### src/rtl/speck_block_cipher_assert.svh
// Assertion macros used by the Speck cipher top level.
// No dependencies.
`ifndef SPECK_BLOCK_CIPHER_ASSERT_SVH
`define SPECK_BLOCK_CIPHER_ASSERT_SVH

`define SPK_ASSERT(lbl, prop, msg) \
  lbl: assert property (@(posedge clk_i) disable iff (!rst_ni) prop) else $error(msg);

`define SPK_NEVER(lbl, expr, msg) \
  lbl: assert property (@(posedge clk_i) disable iff (!rst_ni) !(expr)) else $error(msg);

`endif

### src/rtl/spk_pkg.sv
// Speck package: variant tables, masks and rotations.
// No dependencies.
package spk_pkg;

  localparam int unsigned WordW      = 64;
  localparam int unsigned VarW       = 4;
  localparam int unsigned NumVar     = 10;
  localparam int unsigned DefRounds  = 34;
  localparam int unsigned RoundCntW  = 6;

  localparam logic [2:0] RegVariant = 3'd0;
  localparam logic [2:0] RegKey0    = 3'd1;
  localparam logic [2:0] RegKey3    = 3'd4;

  function automatic logic [6:0] word_bits(input logic [VarW-1:0] v);
    unique case (v)
      4'd0:             word_bits = 7'd16;
      4'd1, 4'd2:       word_bits = 7'd24;
      4'd3, 4'd4:       word_bits = 7'd32;
      4'd5, 4'd6:       word_bits = 7'd48;
      default:          word_bits = 7'd64;
    endcase
  endfunction

  function automatic logic [2:0] key_words(input logic [VarW-1:0] v);
    unique case (v)
      4'd1, 4'd3, 4'd6, 4'd8: key_words = 3'd3;
      4'd5, 4'd7:             key_words = 3'd2;
      default:                key_words = 3'd4;
    endcase
  endfunction

  function automatic logic [RoundCntW-1:0] round_count(input logic [VarW-1:0] v);
    unique case (v)
      4'd0, 4'd1: round_count = 6'd22;
      4'd2:       round_count = 6'd23;
      4'd3:       round_count = 6'd26;
      4'd4:       round_count = 6'd27;
      4'd5:       round_count = 6'd28;
      4'd6:       round_count = 6'd29;
      4'd7:       round_count = 6'd32;
      4'd8:       round_count = 6'd33;
      default:    round_count = 6'd34;
    endcase
  endfunction

  function automatic logic [WordW-1:0] word_mask(input logic [VarW-1:0] v);
    unique case (word_bits(v))
      7'd16:   word_mask = 64'h0000_0000_0000_FFFF;
      7'd24:   word_mask = 64'h0000_0000_00FF_FFFF;
      7'd32:   word_mask = 64'h0000_0000_FFFF_FFFF;
      7'd48:   word_mask = 64'h0000_FFFF_FFFF_FFFF;
      default: word_mask = 64'hFFFF_FFFF_FFFF_FFFF;
    endcase
  endfunction

  // rotate right by a (7 for 16-bit words, else 8) within word size
  function automatic logic [WordW-1:0] rot_a_r(input logic [WordW-1:0] x,
                                              input logic [VarW-1:0] v);
    unique case (word_bits(v))
      7'd16:   rot_a_r = {48'd0, x[6:0], x[15:7]};
      7'd24:   rot_a_r = {40'd0, x[7:0], x[23:8]};
      7'd32:   rot_a_r = {32'd0, x[7:0], x[31:8]};
      7'd48:   rot_a_r = {16'd0, x[7:0], x[47:8]};
      default: rot_a_r = {x[7:0], x[63:8]};
    endcase
  endfunction

  function automatic logic [WordW-1:0] rot_a_l(input logic [WordW-1:0] x,
                                              input logic [VarW-1:0] v);
    unique case (word_bits(v))
      7'd16:   rot_a_l = {48'd0, x[8:0], x[15:9]};
      7'd24:   rot_a_l = {40'd0, x[15:0], x[23:16]};
      7'd32:   rot_a_l = {32'd0, x[23:0], x[31:24]};
      7'd48:   rot_a_l = {16'd0, x[39:0], x[47:40]};
      default: rot_a_l = {x[55:0], x[63:56]};
    endcase
  endfunction

  function automatic logic [WordW-1:0] rot_b_l(input logic [WordW-1:0] x,
                                              input logic [VarW-1:0] v);
    unique case (word_bits(v))
      7'd16:   rot_b_l = {48'd0, x[13:0], x[15:14]};
      7'd24:   rot_b_l = {40'd0, x[20:0], x[23:21]};
      7'd32:   rot_b_l = {32'd0, x[28:0], x[31:29]};
      7'd48:   rot_b_l = {16'd0, x[44:0], x[47:45]};
      default: rot_b_l = {x[60:0], x[63:61]};
    endcase
  endfunction

  function automatic logic [WordW-1:0] rot_b_r(input logic [WordW-1:0] x,
                                              input logic [VarW-1:0] v);
    unique case (word_bits(v))
      7'd16:   rot_b_r = {48'd0, x[1:0], x[15:2]};
      7'd24:   rot_b_r = {40'd0, x[2:0], x[23:3]};
      7'd32:   rot_b_r = {32'd0, x[2:0], x[31:3]};
      7'd48:   rot_b_r = {16'd0, x[2:0], x[47:3]};
      default: rot_b_r = {x[2:0], x[63:3]};
    endcase
  endfunction

  typedef struct packed {
    logic              go;
    logic              dec;
    logic [VarW-1:0]   variant;
  } spk_ctl_t;

endpackage

### src/rtl/spk_round.sv
// Shared Speck round unit: one encrypt or decrypt round, and the key step.
// Depends on spk_pkg.
module spk_round
  import spk_pkg::*;
(
  input  logic [VarW-1:0]  variant_i,
  input  logic             dec_i,
  input  logic [WordW-1:0] x_i,
  input  logic [WordW-1:0] y_i,
  input  logic [WordW-1:0] k_i,
  output logic [WordW-1:0] x_o,
  output logic [WordW-1:0] y_o
);

  logic [WordW-1:0] m;
  logic [WordW-1:0] ex;
  logic [WordW-1:0] dy;

  always_comb begin
    m  = word_mask(variant_i);
    ex = ((rot_a_r(x_i, variant_i) + y_i) & m) ^ k_i;
    dy = rot_b_r(x_i ^ y_i, variant_i);
    if (dec_i) begin
      y_o = dy;
      x_o = rot_a_l(((x_i ^ k_i) - dy) & m, variant_i);
    end else begin
      x_o = ex;
      y_o = rot_b_l(y_i, variant_i) ^ ex;
    end
  end

endmodule

### config.mk
export PLATFORM = sky130hd
export DESIGN_NAME = spk_round
export DESIGN_NICKNAME = d
export VERILOG_FILES = /design/src/rtl/speck_block_cipher_assert.svh /design/src/rtl/spk_pkg.sv /design/src/rtl/spk_round.sv
export SDC_FILE = /design/constraint.sdc
export NUM_CORES = 1
export LEC_CHECK = 0
export ABC_AREA = 0
export ABC_CLOCK_PERIOD_IN_PS = 14800
export BUFFER_PORTS_ARGS = -buffer_cell sky130_fd_sc_hd__buf_2
export CAP_MARGIN = 10
export CORE_ASPECT_RATIO = 1.2
export CORE_UTILIZATION = 55
export DETAILED_ROUTE_END_ITERATION = 16
export GPL_ROUTABILITY_DRIVEN = 0
export PLACE_DENSITY = 0.82
export SYNTH_ARGS = -nofsm -noshare
export SYNTH_HDL_FRONTEND = slang
export SYNTH_SLANG_ARGS = --single-unit
### constraint.sdc
create_clock -name vclk -period 14.8
set_input_delay 0 -clock vclk [all_inputs]
set_output_delay 0 -clock vclk [all_outputs]
set_load 0.01 [all_outputs]
---- Yosys cells after proc, flatten, opt, wreduce, memory -nomap -nowiden ----
Index checks and enable logic that the tools add are counted.
operators by class
  multiplexer cells ....................... 11
  eq/ne operators ......................... 18
  add/subtract/negate cells ............... 2
  reductions and logical operators ........ 4
  bitwise operators ....................... 6
operator list
  kind                count
  $pmux 64 s4         5
  $xor 64x64->64      4
  $mux 64             3
  $and 64x64->64      2
  $add 64x64->64      1
  $sub 64x64->64      1
  $eq 7x5->1 const B  6
  $eq 7x6->1 const B  6
  $pmux 7 s4          1
  $mux 7              2
  $eq 4x3->1 const B  3
  $eq 4x2->1 const B  2
  $reduce_or 2->1     3
  $eq 4x1->1 const B  1
  $logic_not 4->1     1
storage, ports and cells
  bits in registers ....................... 0
  output and inout bits ................... 128
  input port bits ......................... 197
  word-level logic and storage cells ...... 41

---- Longest topological paths before layout ----
  depth after elaboration ................. 10
  depth in mapped cells ................... 23
  gate-level depth less buffers ........... 19

---- Worst setup path before layout ----
No wires, ideal clock.
  path kind ............................... in2out
  start ................................... in variant_i[2]
  end ..................................... out y_o[52]
  data required time ...................... 14.800 ns
  buffers on the path ..................... 4
  arrival ................................. 5.054 ns
  slack ................................... 9.746 ns
  stages on the path ...................... 22
  cell sequence ........................... clkbuf_1 > nor4_1 > clkbuf_1 > clkbuf_1 > buf_1 > nand2_1 > nand2_1 > ha_1 > inv_1 > fa_1 > nor2b_1 > o21a_1 > o21ai_1 > a21oi_2 > o221ai_1 > a2111oi_2 > o211ai_2 > a311oi_2 > nor4b_1 > o32a_1 > a311oi_1 > o311ai_1
between the ends
  word-level cells in the longest chain between the ends .. 10
  elaborated cells on any way between the ends .. 30
  those cells by class .................... add/sub (1); eq/ne (14); mux (8); bitwise (3); reduce/logical (4)
ends and longest elaborated chain
  item                                      RTL line                                     source
  from (decl)                               spk_round.sv:6                               input logic [VarW-1:0] variant_i,
  $eq 4x3->1, or another cell as far along  spk_pkg.sv:16                                unique case (v)
  $reduce_or 2->1                           spk_pkg.sv:16
  $pmux 7 s4 (*)                            spk_pkg.sv:16
  $eq 7x6->1 or $eq 7x5->1 (tied branches)  spk_pkg.sv:48, spk_pkg.sv:60, spk_pkg.sv:93
  $pmux 64 s4                               spk_pkg.sv:60                                unique case (word_bits(v))
  $add 64x64->64                            spk_round.sv:21                              ex = ((rot_a_r(x_i, variant_i) + y_i) & m) ^ k_i;
  $and 64x64->64                            spk_round.sv:21
  $xor 64x64->64                            spk_round.sv:21
  $xor 64x64->64                            spk_round.sv:28                              y_o = rot_b_l(y_i, variant_i) ^ ex;
  $mux 64 (*)                               spk_round.sv:23                              if (dec_i) begin
  to (decl)                                 spk_round.sv:12                              output logic [WordW-1:0] y_o
Every way passes the cells marked *; elsewhere a longest branch is shown, timed or not. The select of a mux whose other input is x is not followed.

---- Final worst setup path ----
  start ................................... in variant_i[2]
  end ..................................... out y_o[61]
Same word-level chain as after synthesis.

==> flow_summary_export.csv <==
group,metric,value,unit
run_status,status,"completed",
cts,cts_resized,0,
global_routing,grt_pass1_vias,16741,
sta,slew_viol_final,0,
yosys,synth.distinct_cells,89,
global_routing,antenna_found_initial,2,
yosys,yosysSeqAreaShare,0,
sta,min_period,6.06,ns
sta,fin_crit_sh,0.409,
floorplanning,pin_count,325,
sta,holdWs,0.420,ns
yosys,synth_nets,2382,
yosys,yosys.area.top_type,"xor2_1",
yosys,yosys.area.top_type_share,0.116,
route,vias,17919,
sta,tns,0,ns
route,drcViolationCount,0,
floorplanning,die-width,146,um
route,vias_per_cell,6.90,
cells_and_area,nNetsFinal,2604,
critical_path,cp.arrival,6.06,ns
floorplanning,dieArea,25600,sq um
cells_and_area,regArea,0,sq um
flow_run,drv_cap,0,
global_routing,grt_pass1_wl,89.9,mm
sta,max_freq,165,MHz
sta,finalHoldViolCount,0,
route,final_antenna_net_count,0,
sta,final-setup-viol-count,0,
critical_path,required,14.80,ns
yosys,yosysWarnings,0,
sta,rsz0062_at_grt,"false",
cts,post_cts_buffers,0,
sta,slew_headroom,0.130,
yosys,yosys.cell_count.top_type,"nand2_1",
critical_path,worstSetupPathType,"in2out",
critical_path,critPathLaunchType,"input pin",
route,post_drt_wl_per_cell,23.0,um
yosys,yosys-top-cells-count,"292 x nand2_1, 181 x xor2_1, 177 x a21oi_1, 143 x xnor2_1, 132 x nor2_1",
cells_and_area,nClkBuffers,0,
global_routing,gr-usage-all-layers,0.440,
cells_and_area,final_util,0.637,
yosys,synth_area,13700,sq um
cells_and_area,seq_cells,0,
route,drt_wl_total,59.8,mm
placement,dp_hpwl,47.1,mm
yosys,synth_cells,2057,
critical_path,critPathCaptureType,"primary output",
route,drt_iter0_drc,2310,
yosys,ys_top_cells_by_area,"xor2_1 12%, ha_1 11%, xnor2_1 9.1%",
yosys,avgSynthCellArea,6.67,sq um
cells_and_area,fill_cells,2292,
sta,worst_slew_pin_slew,1.30,ns
cells_and_area,syn_to_final_growth,12.3,%
global_routing,grt_max_degree,87,
critical_path,worstPathMaxFanout,36,
cts,post_cts_hold_buffer_count,0,
route,drtPass1Iterations,6,
placement,io_buffers,325,
floorplanning,die_y,175,um
worst_hold_path,hp-start,"k_i[63]",
worst_hold_path,hold_depth,4,
global_routing,grt_overflow,0,
worst_hold_path,holdPathEnd,"y_o[63]",
floorplanning,core,24200,sq um
cells_and_area,layout-drive-gt1-share,0.166,
floorplanning,core.rowCount,62,
worst_hold_path,hold_class,"in2out",
floorplanning,start_util,0.567,
[critical path, cell delays in order]
cell and delay (ns):
buf_2 0.15, nor2_1 0.22, nand2_1 0.08, buf_4 0.26, nor2_1 1.02, a22o_1 0.26
ha_1 0.29, a21o_1 0.20, a21o_1 0.18, a21oi_2 0.22, o221ai_1 0.18, a2111oi_2 0.59
o31ai_2 0.22, a21o_1 0.25, a311oi_1 0.75, o21a_1 0.32, xnor3_1 0.25, nor4b_1 0.15
a221o_1 0.29, buf_2 0.14
[worst max path at each step]
stage | cells after the start | end | slack (ns) | from
finish | 20 | y_o[61] | 8.74 | variant_i[2]
global route | 20 | y_o[61] | 8.66 | variant_i[2]
CTS | 20 | y_o[61] | 9.16 | variant_i[2]
detailed placement | 20 | y_o[61] | 9.19 | variant_i[2]
global placement | 20 | y_o[61] | 9.35 | variant_i[2]
floorplan | 22 | y_o[52] | 9.75 | variant_i[2]
[cell type report]
cell class | count | area [sq um] | share of cell area
inverter | 46 | 173 | 0.0112
timing repair buffer | 337 | 1720 | 0.112
tap | 320 | 400 | 0.0260
multi-input combinational | 1894 | 13100 | 0.851
antenna | 1 | 2.50 | 0.000162
[routing by layer]
metal,track usage,share of wire,up-vias
met3,0.0919,0.13,415
met5,0,0.00050,-
met4,0.350,0.092,4
met1,0.499,0.34,8093
li1,-,-,7945
met2,0.716,0.44,1462
[kinds of logic after synthesis]
group / after synthesis / synth area share
and+or+nand+nor: 705 / 0.243
AOI/OAI and AO/OA: 677 / 0.329
xor gates and xnor gates: 340 / 0.233
buffers and inverters: 163 / 0.0452
adders and majority gates: 128 / 0.118
muxes: 44 / 0.0323
[cell usage in the layout, fill, tap and decap left out, drive strengths merged, types with 11 or more instances in the layout]
master,n
or4,11
o21ai,126
nor2,132
ha,126
o22ai,43
nand3,49
or3,13
a22o,17
a21o,86
o21bai,28
nand2b,14
a21boi,13
xnor3,15
xnor2,143
nand4,30
o211ai,29
buf,337
nor4,11
mux2i,42
a31oi,20
nor3,41
xor2,181
a21oi,180
nor2b,20
nand2,292
inv,46
and3,21
and2,35
o21a,22
[stage by stage]
stage | std cells | worst slack [ns] | area [sq um]
detailed placement | 2597 | 9.19 | 15400
finish | 2598 | 8.74 | 15400
global placement | 2597 | 9.35 | 15400
CTS | 2597 | 9.16 | 15400
global route | 2597 | 8.66 | 15400
floorplan | 2057 | 9.75 | 13700
