### src/rtl/speck_block_cipher_assert.svh
// Assertion macros used by the Speck cipher top level.
// No dependencies.
`ifndef SPECK_BLOCK_CIPHER_ASSERT_SVH
`define SPECK_BLOCK_CIPHER_ASSERT_SVH

`define SPK_ASSERT(lbl, prop, msg) \
  lbl: assert property (@(posedge clk_i) disable iff (!rst_ni) prop) else $error(msg);

`define SPK_NEVER(lbl, expr, msg) \
  lbl: assert property (@(posedge clk_i) disable iff (!rst_ni) !(expr)) else $error(msg);

`endif

### src/rtl/spk_pkg.sv
// Speck package: variant tables, masks and rotations.
// No dependencies.
package spk_pkg;

  localparam int unsigned WordW      = 64;
  localparam int unsigned VarW       = 4;
  localparam int unsigned NumVar     = 10;
  localparam int unsigned DefRounds  = 34;
  localparam int unsigned RoundCntW  = 6;

  localparam logic [2:0] RegVariant = 3'd0;
  localparam logic [2:0] RegKey0    = 3'd1;
  localparam logic [2:0] RegKey3    = 3'd4;

  function automatic logic [6:0] word_bits(input logic [VarW-1:0] v);
    unique case (v)
      4'd0:             word_bits = 7'd16;
      4'd1, 4'd2:       word_bits = 7'd24;
      4'd3, 4'd4:       word_bits = 7'd32;
      4'd5, 4'd6:       word_bits = 7'd48;
      default:          word_bits = 7'd64;
    endcase
  endfunction

  function automatic logic [2:0] key_words(input logic [VarW-1:0] v);
    unique case (v)
      4'd1, 4'd3, 4'd6, 4'd8: key_words = 3'd3;
      4'd5, 4'd7:             key_words = 3'd2;
      default:                key_words = 3'd4;
    endcase
  endfunction

  function automatic logic [RoundCntW-1:0] round_count(input logic [VarW-1:0] v);
    unique case (v)
      4'd0, 4'd1: round_count = 6'd22;
      4'd2:       round_count = 6'd23;
      4'd3:       round_count = 6'd26;
      4'd4:       round_count = 6'd27;
      4'd5:       round_count = 6'd28;
      4'd6:       round_count = 6'd29;
      4'd7:       round_count = 6'd32;
      4'd8:       round_count = 6'd33;
      default:    round_count = 6'd34;
    endcase
  endfunction

  function automatic logic [WordW-1:0] word_mask(input logic [VarW-1:0] v);
    unique case (word_bits(v))
      7'd16:   word_mask = 64'h0000_0000_0000_FFFF;
      7'd24:   word_mask = 64'h0000_0000_00FF_FFFF;
      7'd32:   word_mask = 64'h0000_0000_FFFF_FFFF;
      7'd48:   word_mask = 64'h0000_FFFF_FFFF_FFFF;
      default: word_mask = 64'hFFFF_FFFF_FFFF_FFFF;
    endcase
  endfunction

  // rotate right by a (7 for 16-bit words, else 8) within word size
  function automatic logic [WordW-1:0] rot_a_r(input logic [WordW-1:0] x,
                                              input logic [VarW-1:0] v);
    unique case (word_bits(v))
      7'd16:   rot_a_r = {48'd0, x[6:0], x[15:7]};
      7'd24:   rot_a_r = {40'd0, x[7:0], x[23:8]};
      7'd32:   rot_a_r = {32'd0, x[7:0], x[31:8]};
      7'd48:   rot_a_r = {16'd0, x[7:0], x[47:8]};
      default: rot_a_r = {x[7:0], x[63:8]};
    endcase
  endfunction

  function automatic logic [WordW-1:0] rot_a_l(input logic [WordW-1:0] x,
                                              input logic [VarW-1:0] v);
    unique case (word_bits(v))
      7'd16:   rot_a_l = {48'd0, x[8:0], x[15:9]};
      7'd24:   rot_a_l = {40'd0, x[15:0], x[23:16]};
      7'd32:   rot_a_l = {32'd0, x[23:0], x[31:24]};
      7'd48:   rot_a_l = {16'd0, x[39:0], x[47:40]};
      default: rot_a_l = {x[55:0], x[63:56]};
    endcase
  endfunction

  function automatic logic [WordW-1:0] rot_b_l(input logic [WordW-1:0] x,
                                              input logic [VarW-1:0] v);
    unique case (word_bits(v))
      7'd16:   rot_b_l = {48'd0, x[13:0], x[15:14]};
      7'd24:   rot_b_l = {40'd0, x[20:0], x[23:21]};
      7'd32:   rot_b_l = {32'd0, x[28:0], x[31:29]};
      7'd48:   rot_b_l = {16'd0, x[44:0], x[47:45]};
      default: rot_b_l = {x[60:0], x[63:61]};
    endcase
  endfunction

  function automatic logic [WordW-1:0] rot_b_r(input logic [WordW-1:0] x,
                                              input logic [VarW-1:0] v);
    unique case (word_bits(v))
      7'd16:   rot_b_r = {48'd0, x[1:0], x[15:2]};
      7'd24:   rot_b_r = {40'd0, x[2:0], x[23:3]};
      7'd32:   rot_b_r = {32'd0, x[2:0], x[31:3]};
      7'd48:   rot_b_r = {16'd0, x[2:0], x[47:3]};
      default: rot_b_r = {x[2:0], x[63:3]};
    endcase
  endfunction

  typedef struct packed {
    logic              go;
    logic              dec;
    logic [VarW-1:0]   variant;
  } spk_ctl_t;

endpackage

### src/rtl/spk_key_cell.sv
// One cell of the round-key line: holds one round key and hands it on.
// Depends on spk_pkg.
module spk_key_cell
  import spk_pkg::*;
(
  input  logic             clk_i,
  input  logic             shift_i,
  input  logic             dir_i,
  input  logic [WordW-1:0] prev_i,
  input  logic [WordW-1:0] next_i,
  output logic [WordW-1:0] key_o
);

  logic [WordW-1:0] key_q;

  always_ff @(posedge clk_i) begin
    if (shift_i) begin
      key_q <= dir_i ? next_i : prev_i;
    end
  end

  assign key_o = key_q;

endmodule

### config.mk
export PLATFORM = sky130hd
export DESIGN_NAME = spk_key_cell
export DESIGN_NICKNAME = d
export VERILOG_FILES = /design/src/rtl/speck_block_cipher_assert.svh /design/src/rtl/spk_pkg.sv /design/src/rtl/spk_key_cell.sv
export SDC_FILE = /design/constraint.sdc
export NUM_CORES = 1
export LEC_CHECK = 0
export ABC_AREA = 1
export BUFFER_PORTS_ARGS = -buffer_cell sky130_fd_sc_hd__clkbuf_2
export CAP_MARGIN = 25
export CORE_ASPECT_RATIO = 0.9
export CORE_UTILIZATION = 42
export CTS_BUF_LIST = sky130_fd_sc_hd__clkbuf_2 sky130_fd_sc_hd__clkbuf_4 sky130_fd_sc_hd__clkbuf_8
export CTS_CLUSTER_DIAMETER = 40
export DETAILED_ROUTE_END_ITERATION = 10
export PLACE_DENSITY = 0.93
export SETUP_SLACK_MARGIN = 0.05
export SYNTH_ARGS = -nofsm -noshare
export SYNTH_HDL_FRONTEND = slang
export SYNTH_SLANG_ARGS = --single-unit
### constraint.sdc
create_clock -name clk_i -period 0.8 [get_ports clk_i]
set_input_delay 0.08 -clock clk_i [delete_from_list [all_inputs] [get_ports clk_i]]
set_output_delay 0.08 -clock clk_i [all_outputs]
set_load 0.005 [all_outputs]
Word level (Yosys, flattened, before mapping)
Index checks and enable logic that the tools add are counted.
Widths: inputs -> output; s select.
{"block": "totals", "ff_bits": 64, "word_cells": 2, "latch_bits": 0, "output_inout_bits": 64, "mem_count": 0, "inputBits": 131, "rom_bits": 0, "ram_bits": 0}
{"block": "op_classes", "n_mux": 1, "order_cmp": 0, "n_shift": 0, "reduce_logical": 0, "multipliers": 0, "n_addsub": 0, "div_mod_pow": 0, "n_eq_ne": 0, "n_bitwise": 0}
{"op": "$mux 64", "n": 1}

Longest topological paths before layout
Gate-level depths: netlist of the first run.
{"block": "depth", "word_depth": 1, "depth_mapped": 4, "depth_no_buf": 3}

Least setup slack after synthesis of the first run
No wires, ideal clock.
{"block": "synth_path", "path_kind": "input port to flip-flop", "start": "in dir_i", "end": "reg key_q[0], in the netlist key_o[0], data pin", "setup_time_ns": 0.252, "t_arrival_ns": 0.472, "path_buffers": 2, "path_stages": 4, "slack_ns": 0.076, "path_cell_list": "buf_4 -> clkbuf_8 -> nand2_1 -> nand2_1"}
{"block": "synth_via", "elab_chain_len": 1}
{"element": "start, declared", "line_no": "spk_key_cell.sv:8", "text": "input logic dir_i,"}
{"element": "$mux 64", "line_no": "spk_key_cell.sv:18", "text": "key_q <= dir_i ? next_i : prev_i;"}
{"element": "end signal, assigned", "line_no": "spk_key_cell.sv:18"}
{"element": "end, declared", "line_no": "spk_key_cell.sv:14", "text": "logic [WordW-1:0] key_q;"}
No other way between the ends.
A chain may end at the register's enable or synchronous reset.

Worst setup path in the final report of the first run
{"block": "layout_path", "start": "reg key_q[56], in the netlist key_o[56]", "end": "out key_o[56]"}
{"element": "end, declared", "line_no": "spk_key_cell.sv:11", "text": "output logic [WordW-1:0] key_o"}
No word-level cell between the ends.

==> impl_metrics.env, run 1 <==
export IMPL_status="finished, violations left"
export IMPL_failed_checks="setup timing"
export IMPL_worstPathRequired_ns=0.72
export IMPL_final_common_cell="nand2_1"
export IMPL_grt_pass1_vias=2475
export IMPL_cts_buffers=9
export IMPL_drtPass1Iterations=6
export IMPL_synth_mux_area_frac=0
export IMPL_use_met1=0.234
export IMPL_io_pins=195
export IMPL_ir_worst_vdd_mv=1.28
export IMPL_met2_usage=0.376
export IMPL_max_freq_mhz=1060
export IMPL_slew_viol_final=0
export IMPL_largest_register_ff_count=64
export IMPL_grt_pass1_wl_um=11000
export IMPL_rsz0062_at_grt="true"
export IMPL_die_area_um2=6920
export IMPL_synth_top_family_by_area="simple AND/OR/NAND/NOR gates"
export IMPL_slowest_stage="edfxtp_1"
export IMPL_max_slew_margin=0.858
export IMPL_design_core_area_um2=6250
export IMPL_track_usage=0.214
export IMPL_grt_antenna_before_repair=0
export IMPL_synthCells=270
export IMPL_cts_htree_levels=3
export IMPL_drcViolationCount=0
export IMPL_rows=27
export IMPL_drt_initial_drc_count=98
export IMPL_syn_nets=401
export IMPL_ys_seq_area_frac=0.695
export IMPL_crit_cells=1
export IMPL_yosys_area_share_simple=0.261
export IMPL_vias=2618
export IMPL_crit_path_start="key_o[56]"
export IMPL_die_h_um=79.0
export IMPL_min_period_over_period=1.18
export IMPL_avgSynthCellArea_um2=10.2
export IMPL_synth_seq_cells=64
export IMPL_route_detailed_wl_per_inst_um=12.5
export IMPL_start_util=0.443
export IMPL_crit_buf_inv=1
export IMPL_syn_cell_area_um2=2770
export IMPL_place_inst=544
export IMPL_holdCritPathClass="primary input to flip-flop"
export IMPL_final_seq_area_um2=1920
export IMPL_hold_viol=0
export IMPL_critPathKind="flip-flop to output port"
export IMPL_yosysWarnings=0
export IMPL_io_buffer_count=194
export IMPL_num_fill_cells=500
export IMPL_overflow=0
export IMPL_p_per_area_nw_per_um2=1920
export IMPL_post_layout_nonfiller_instances=570
export IMPL_leakage_uw=0.00219
export IMPL_cp_max_fo=1
export IMPL_arrival_ns=0.86
export IMPL_cts_sinks=64
export IMPL_critPathMaxStageDelay_ns=0.41
export IMPL_dp_slack_ns=-0.0758
export IMPL_start_kind="flip-flop"
export IMPL_path_clk_slew_ns=0.07
export IMPL_cts_tree="yes"
export IMPL_grt_busiest_layer="met2"
export IMPL_cts_buffer_depth=2
export IMPL_synthAdderAreaFrac=0
export IMPL_synth_cell_types=6
export IMPL_worstMarginPinSlew_ns=0.213
export IMPL_drive_gt1_frac=0.443
export IMPL_crit_family="flip-flops"
export IMPL_post_route_util=0.661
export IMPL_grtUsageMet3=0.0603
export IMPL_fp_dieW_um=87.6
export IMPL_crit_end="key_o[56]"
export IMPL_endpoint_kind="output port"
export IMPL_final_setup_worst_slack_ns=-0.141
export IMPL_synth_compound_area_frac=0
export IMPL_layout_common_cells="nand2_1 (191), clkbuf_2 (190), edfxtp_1 (64)"
export IMPL_cts_root_buf="clkbuf_8"
export IMPL_multiInputGateArea_um2=723
export IMPL_place_gp_congestion=0.781
export IMPL_synth_xor_area_frac=0
export IMPL_area_growth_pct=49.4
export IMPL_detail_route_antenna_nets=0
export IMPL_fin_nets=609
export IMPL_antenna_diode_count=0
export IMPL_drv_cap=0
export IMPL_crit_chain="clkbuf_2"
export IMPL_viasPerCell=4.59
export IMPL_wl_um=7120
export IMPL_setup_viol=64
export IMPL_dp_final_hpwl_um=5220
export IMPL_grt_max_degree=43
export IMPL_period_minus_slack_ns=0.941
==> final cells by class <==
type | count | area share
Inverter | 1 | 0.000908
Sequential cell | 64 | 0.465
Clock buffer | 11 | 0.0336
Multi-Input combinational cell | 192 | 0.175
Clock inverter | 5 | 0.0115
Timing Repair Buffer | 210 | 0.288
Tap cell | 87 | 0.0263
==> cell usage after synthesis (all sizes together) <==
cell type / instances / area, um2
buf: 7 / 37.5
clkbuf: 6 / 82.6
edfxtp: 64 / 1920
inv: 1 / 3.75
nand2: 192 / 721
==> how the worst min path moves through the flow <==
stage | start | endpoint | slack [ns] | cells after the start
finish | prev_i[21] | key_o[21] | 0.02 | 3
floorplan | shift_i | key_o[0] | 0.19 | 0
detailed placement | prev_i[44] | key_o[44] | 0.35 | 3
global placement | prev_i[60] | key_o[60] | 0.34 | 3
global route | prev_i[12] | key_o[12] | 0.009 | 3
CTS | prev_i[27] | key_o[27] | 0.0002 | 3
==> cells by family after synthesis <==
group	count (synthesis)
flops	64
simple gates	192
buf+inv	14
==> stage by stage <==
stage / TNS [ns] / area [um2] / hold WS, ns / total power, uW
2_1_floorplan: 0 / 2770 / 0.192 / 4580
3_3_place_gp: -0.753 / 3830 / 0.343 / 5290
3_5_place_dp: -3.09 / 3830 / 0.348 / 5350
4_1_cts: -7.38 / 4140 / 0.000198 / 8040
5_1_grt: -8.89 / 4130 / 0.00917 / 8350
6_report: -5.92 / 4130 / 0.0163 / 7940
==> per-layer routing <==
| metal | routed length [um] | part of all wire |
|---|---|---|
| met1 | 2730 | 0.38 |
| met2 | 3640 | 0.51 |
| met3 | 581 | 0.082 |
| met4 | 166 | 0.023 |
| met5 | 0 | 0 |
==> power by group <==
part	switching (uW)	internal (uW)	leakage, uW
clock	1150	1480	0.0000990
combinational	567	606	0.00147
sequential	87.9	4060	0.000624
total	1800	6140	0.00219
==> repair_timing <==
action,in CTS,in global routing
gates cloned,0,0
hold buffers,12,0
setup endpoints to repair,64,66
resized for setup,0,3
setup buffers,0,0
hold endpoints to repair,10,0
Power figures use the tool's default switching activity.
==> run 2, diff against run 1 <==
--- a/config.mk
+++ b/config.mk
@@ -8,7 +8,6 @@
 export ABC_AREA = 1
 export BUFFER_PORTS_ARGS = -buffer_cell sky130_fd_sc_hd__clkbuf_2
 export CAP_MARGIN = 25
-export CORE_ASPECT_RATIO = 0.9
 export CORE_UTILIZATION = 42
 export CTS_BUF_LIST = sky130_fd_sc_hd__clkbuf_2 sky130_fd_sc_hd__clkbuf_4 sky130_fd_sc_hd__clkbuf_8
 export CTS_CLUSTER_DIAMETER = 40
==> run 2 against run 1 <==
Compared with the run above:
- the run still ends with setup timing left
- sequential share of layout area rose by 1.9 points
- via count fell by 3.7%
- combinational power fell by 4%
- worst hold slack improved by 0.0075 ns
- maximum frequency barely moved
- sequential power barely moved
- wire length fell by 7.1%
- critical path type unchanged
- critical endpoint is now key_o[20]
- highest routed layer unchanged
==> impl_metrics.env, run 2 (synthesis results as in run 1) <==
export IMPL_status="finished, violations left"
export IMPL_failed_checks="setup timing"
export IMPL_crit_buf_inv=1
export IMPL_wl_met2_um=3780
export IMPL_highest_layer="met4"
export IMPL_viasPerCell=4.61
export IMPL_drtPass1Iterations=4
export IMPL_overflow=0
export IMPL_layout_common_cells="clkbuf_2 (193), nand2_1 (192), edfxtp_1 (64)"
export IMPL_area_growth_pct=43.5
export IMPL_die_area_um2=6920
export IMPL_arrival_ns=0.86
export IMPL_grt_antenna_before_repair=0
export IMPL_hold_viol=0
export IMPL_crit_family="flip-flops"
export IMPL_max_freq_mhz=1060
export IMPL_drv_cap=0
export IMPL_grt_pass1_wl_um=10800
export IMPL_start_kind="flip-flop"
export IMPL_cts_sinks=64
export IMPL_worstPathRequired_ns=0.72
export IMPL_rows=29
export IMPL_cts_buffers=9
export IMPL_io_pins=195
export IMPL_cts_tree="yes"
export IMPL_design_core_area_um2=6350
export IMPL_critPathMaxStageDelay_ns=0.41
export IMPL_grt_max_degree=65
export IMPL_setup_viol=64
export IMPL_antenna_diode_count=0
export IMPL_ir_worst_vdd_mv=1.10
export IMPL_met3_length_um=377
export IMPL_start_util=0.436
export IMPL_cts_buffer_depth=2
export IMPL_holdCritPathClass="primary input to flip-flop"
export IMPL_slowest_stage="edfxtp_1"
export IMPL_critPathKind="flip-flop to output port"
export IMPL_final_common_cell="clkbuf_2"
export IMPL_worstMarginPinSlew_ns=0.265
export IMPL_place_gp_congestion=0.756
export IMPL_wl_um=6610
export IMPL_cts_root_buf="clkbuf_8"
export IMPL_path_clk_slew_ns=0.07
export IMPL_fin_nets=598
export IMPL_min_period_over_period=1.18
export IMPL_fp_dieW_um=83.2
export IMPL_dp_final_hpwl_um=5110
export IMPL_detail_route_antenna_nets=0
export IMPL_track_usage=0.202
export IMPL_p_per_area_nw_per_um2=1890
export IMPL_drcViolationCount=0
export IMPL_slew_viol_final=0
export IMPL_largest_register_ff_count=64
export IMPL_rsz0062_at_grt="true"
export IMPL_endpoint_kind="output port"
export IMPL_num_fill_cells=508
export IMPL_max_slew_margin=0.824
export IMPL_drt_initial_drc_count=123
export IMPL_leakage_uw=0.00213
export IMPL_final_setup_worst_slack_ns=-0.141
export IMPL_place_area_um2=3810
export IMPL_grt_pass1_vias=2548
export IMPL_drive_gt1_frac=0.453
export IMPL_cts_htree_levels=3
export IMPL_die_h_um=83.2
export IMPL_final_cell_area_um2=3970
export IMPL_period_minus_slack_ns=0.941
export IMPL_route_detailed_wl_per_inst_um=12.1
export IMPL_vias=2520
export IMPL_wl_met1_um=2360
export IMPL_io_buffer_count=194
export IMPL_cp_max_fo=1
export IMPL_holdWs_ns=0.0238
export IMPL_crit_chain="clkbuf_2"
==> run 2: worst min-delay path: stages <==
cell and delay [ns]:
clkbuf_2 0.07, nand2_1 0.04, nand2_1 0.05
==> run 2: area by class of cell <==
| class | instances | area [um2] | share of cell area |
|---|---|---|---|
| clock buffer | 12 | 146 | 0.0369 |
| clock inverter | 2 | 8.76 | 0.00221 |
| inverter | 1 | 3.75 | 0.000946 |
| multi-input combinational | 192 | 721 | 0.182 |
| sequential | 64 | 1920 | 0.484 |
| tap | 77 | 96.3 | 0.0243 |
| timing repair buffer | 199 | 1070 | 0.270 |
==> run 2: routing by layer <==
metal / GRT usage / up-vias
met5: 0 / -
met4: 0.118 / 0
met3: 0.0487 / 10
met1: 0.200 / 1133
met2: 0.379 / 118
li1: - / 1259
==> run 2: final timing paths <==
path	from	end	slack, ns	cells after the start
setup / recovery	key_o[20]	key_o[20]	-0.14	1
hold / removal	prev_i[2]	key_o[2]	0.02	3
==> run 2: repair_timing <==
action / CTS / global route
endpoints found under the hold margin: 0 / 0
setup buffers: 0 / 0
endpoints found under the setup margin: 64 / 64
hold buffers: 0 / 0
gates resized for setup: 0 / 1
==> run 2: metrics by stage <==
step | power (uW) | instances | utilization | setup TNS (ns) | setup slack (ns)
after floorplan | 4580 | 270 | - | 0 | 0.0762
after global placement | 5290 | 533 | 0.601 | -0.515 | -0.0202
after detailed placement | 5350 | 533 | 0.601 | -1.65 | -0.0720
after CTS | 7590 | 547 | 0.625 | -6.77 | -0.168
after global routing | 7890 | 547 | 0.625 | -8.31 | -0.186
final | 7480 | 547 | 0.625 | -5.11 | -0.141
==> run 2: where the power goes <==
part / internal (uW) / switching [uW]
Combinational: 568 / 551
Clock: 1180 / 1040
Sequential: 4060 / 83.2
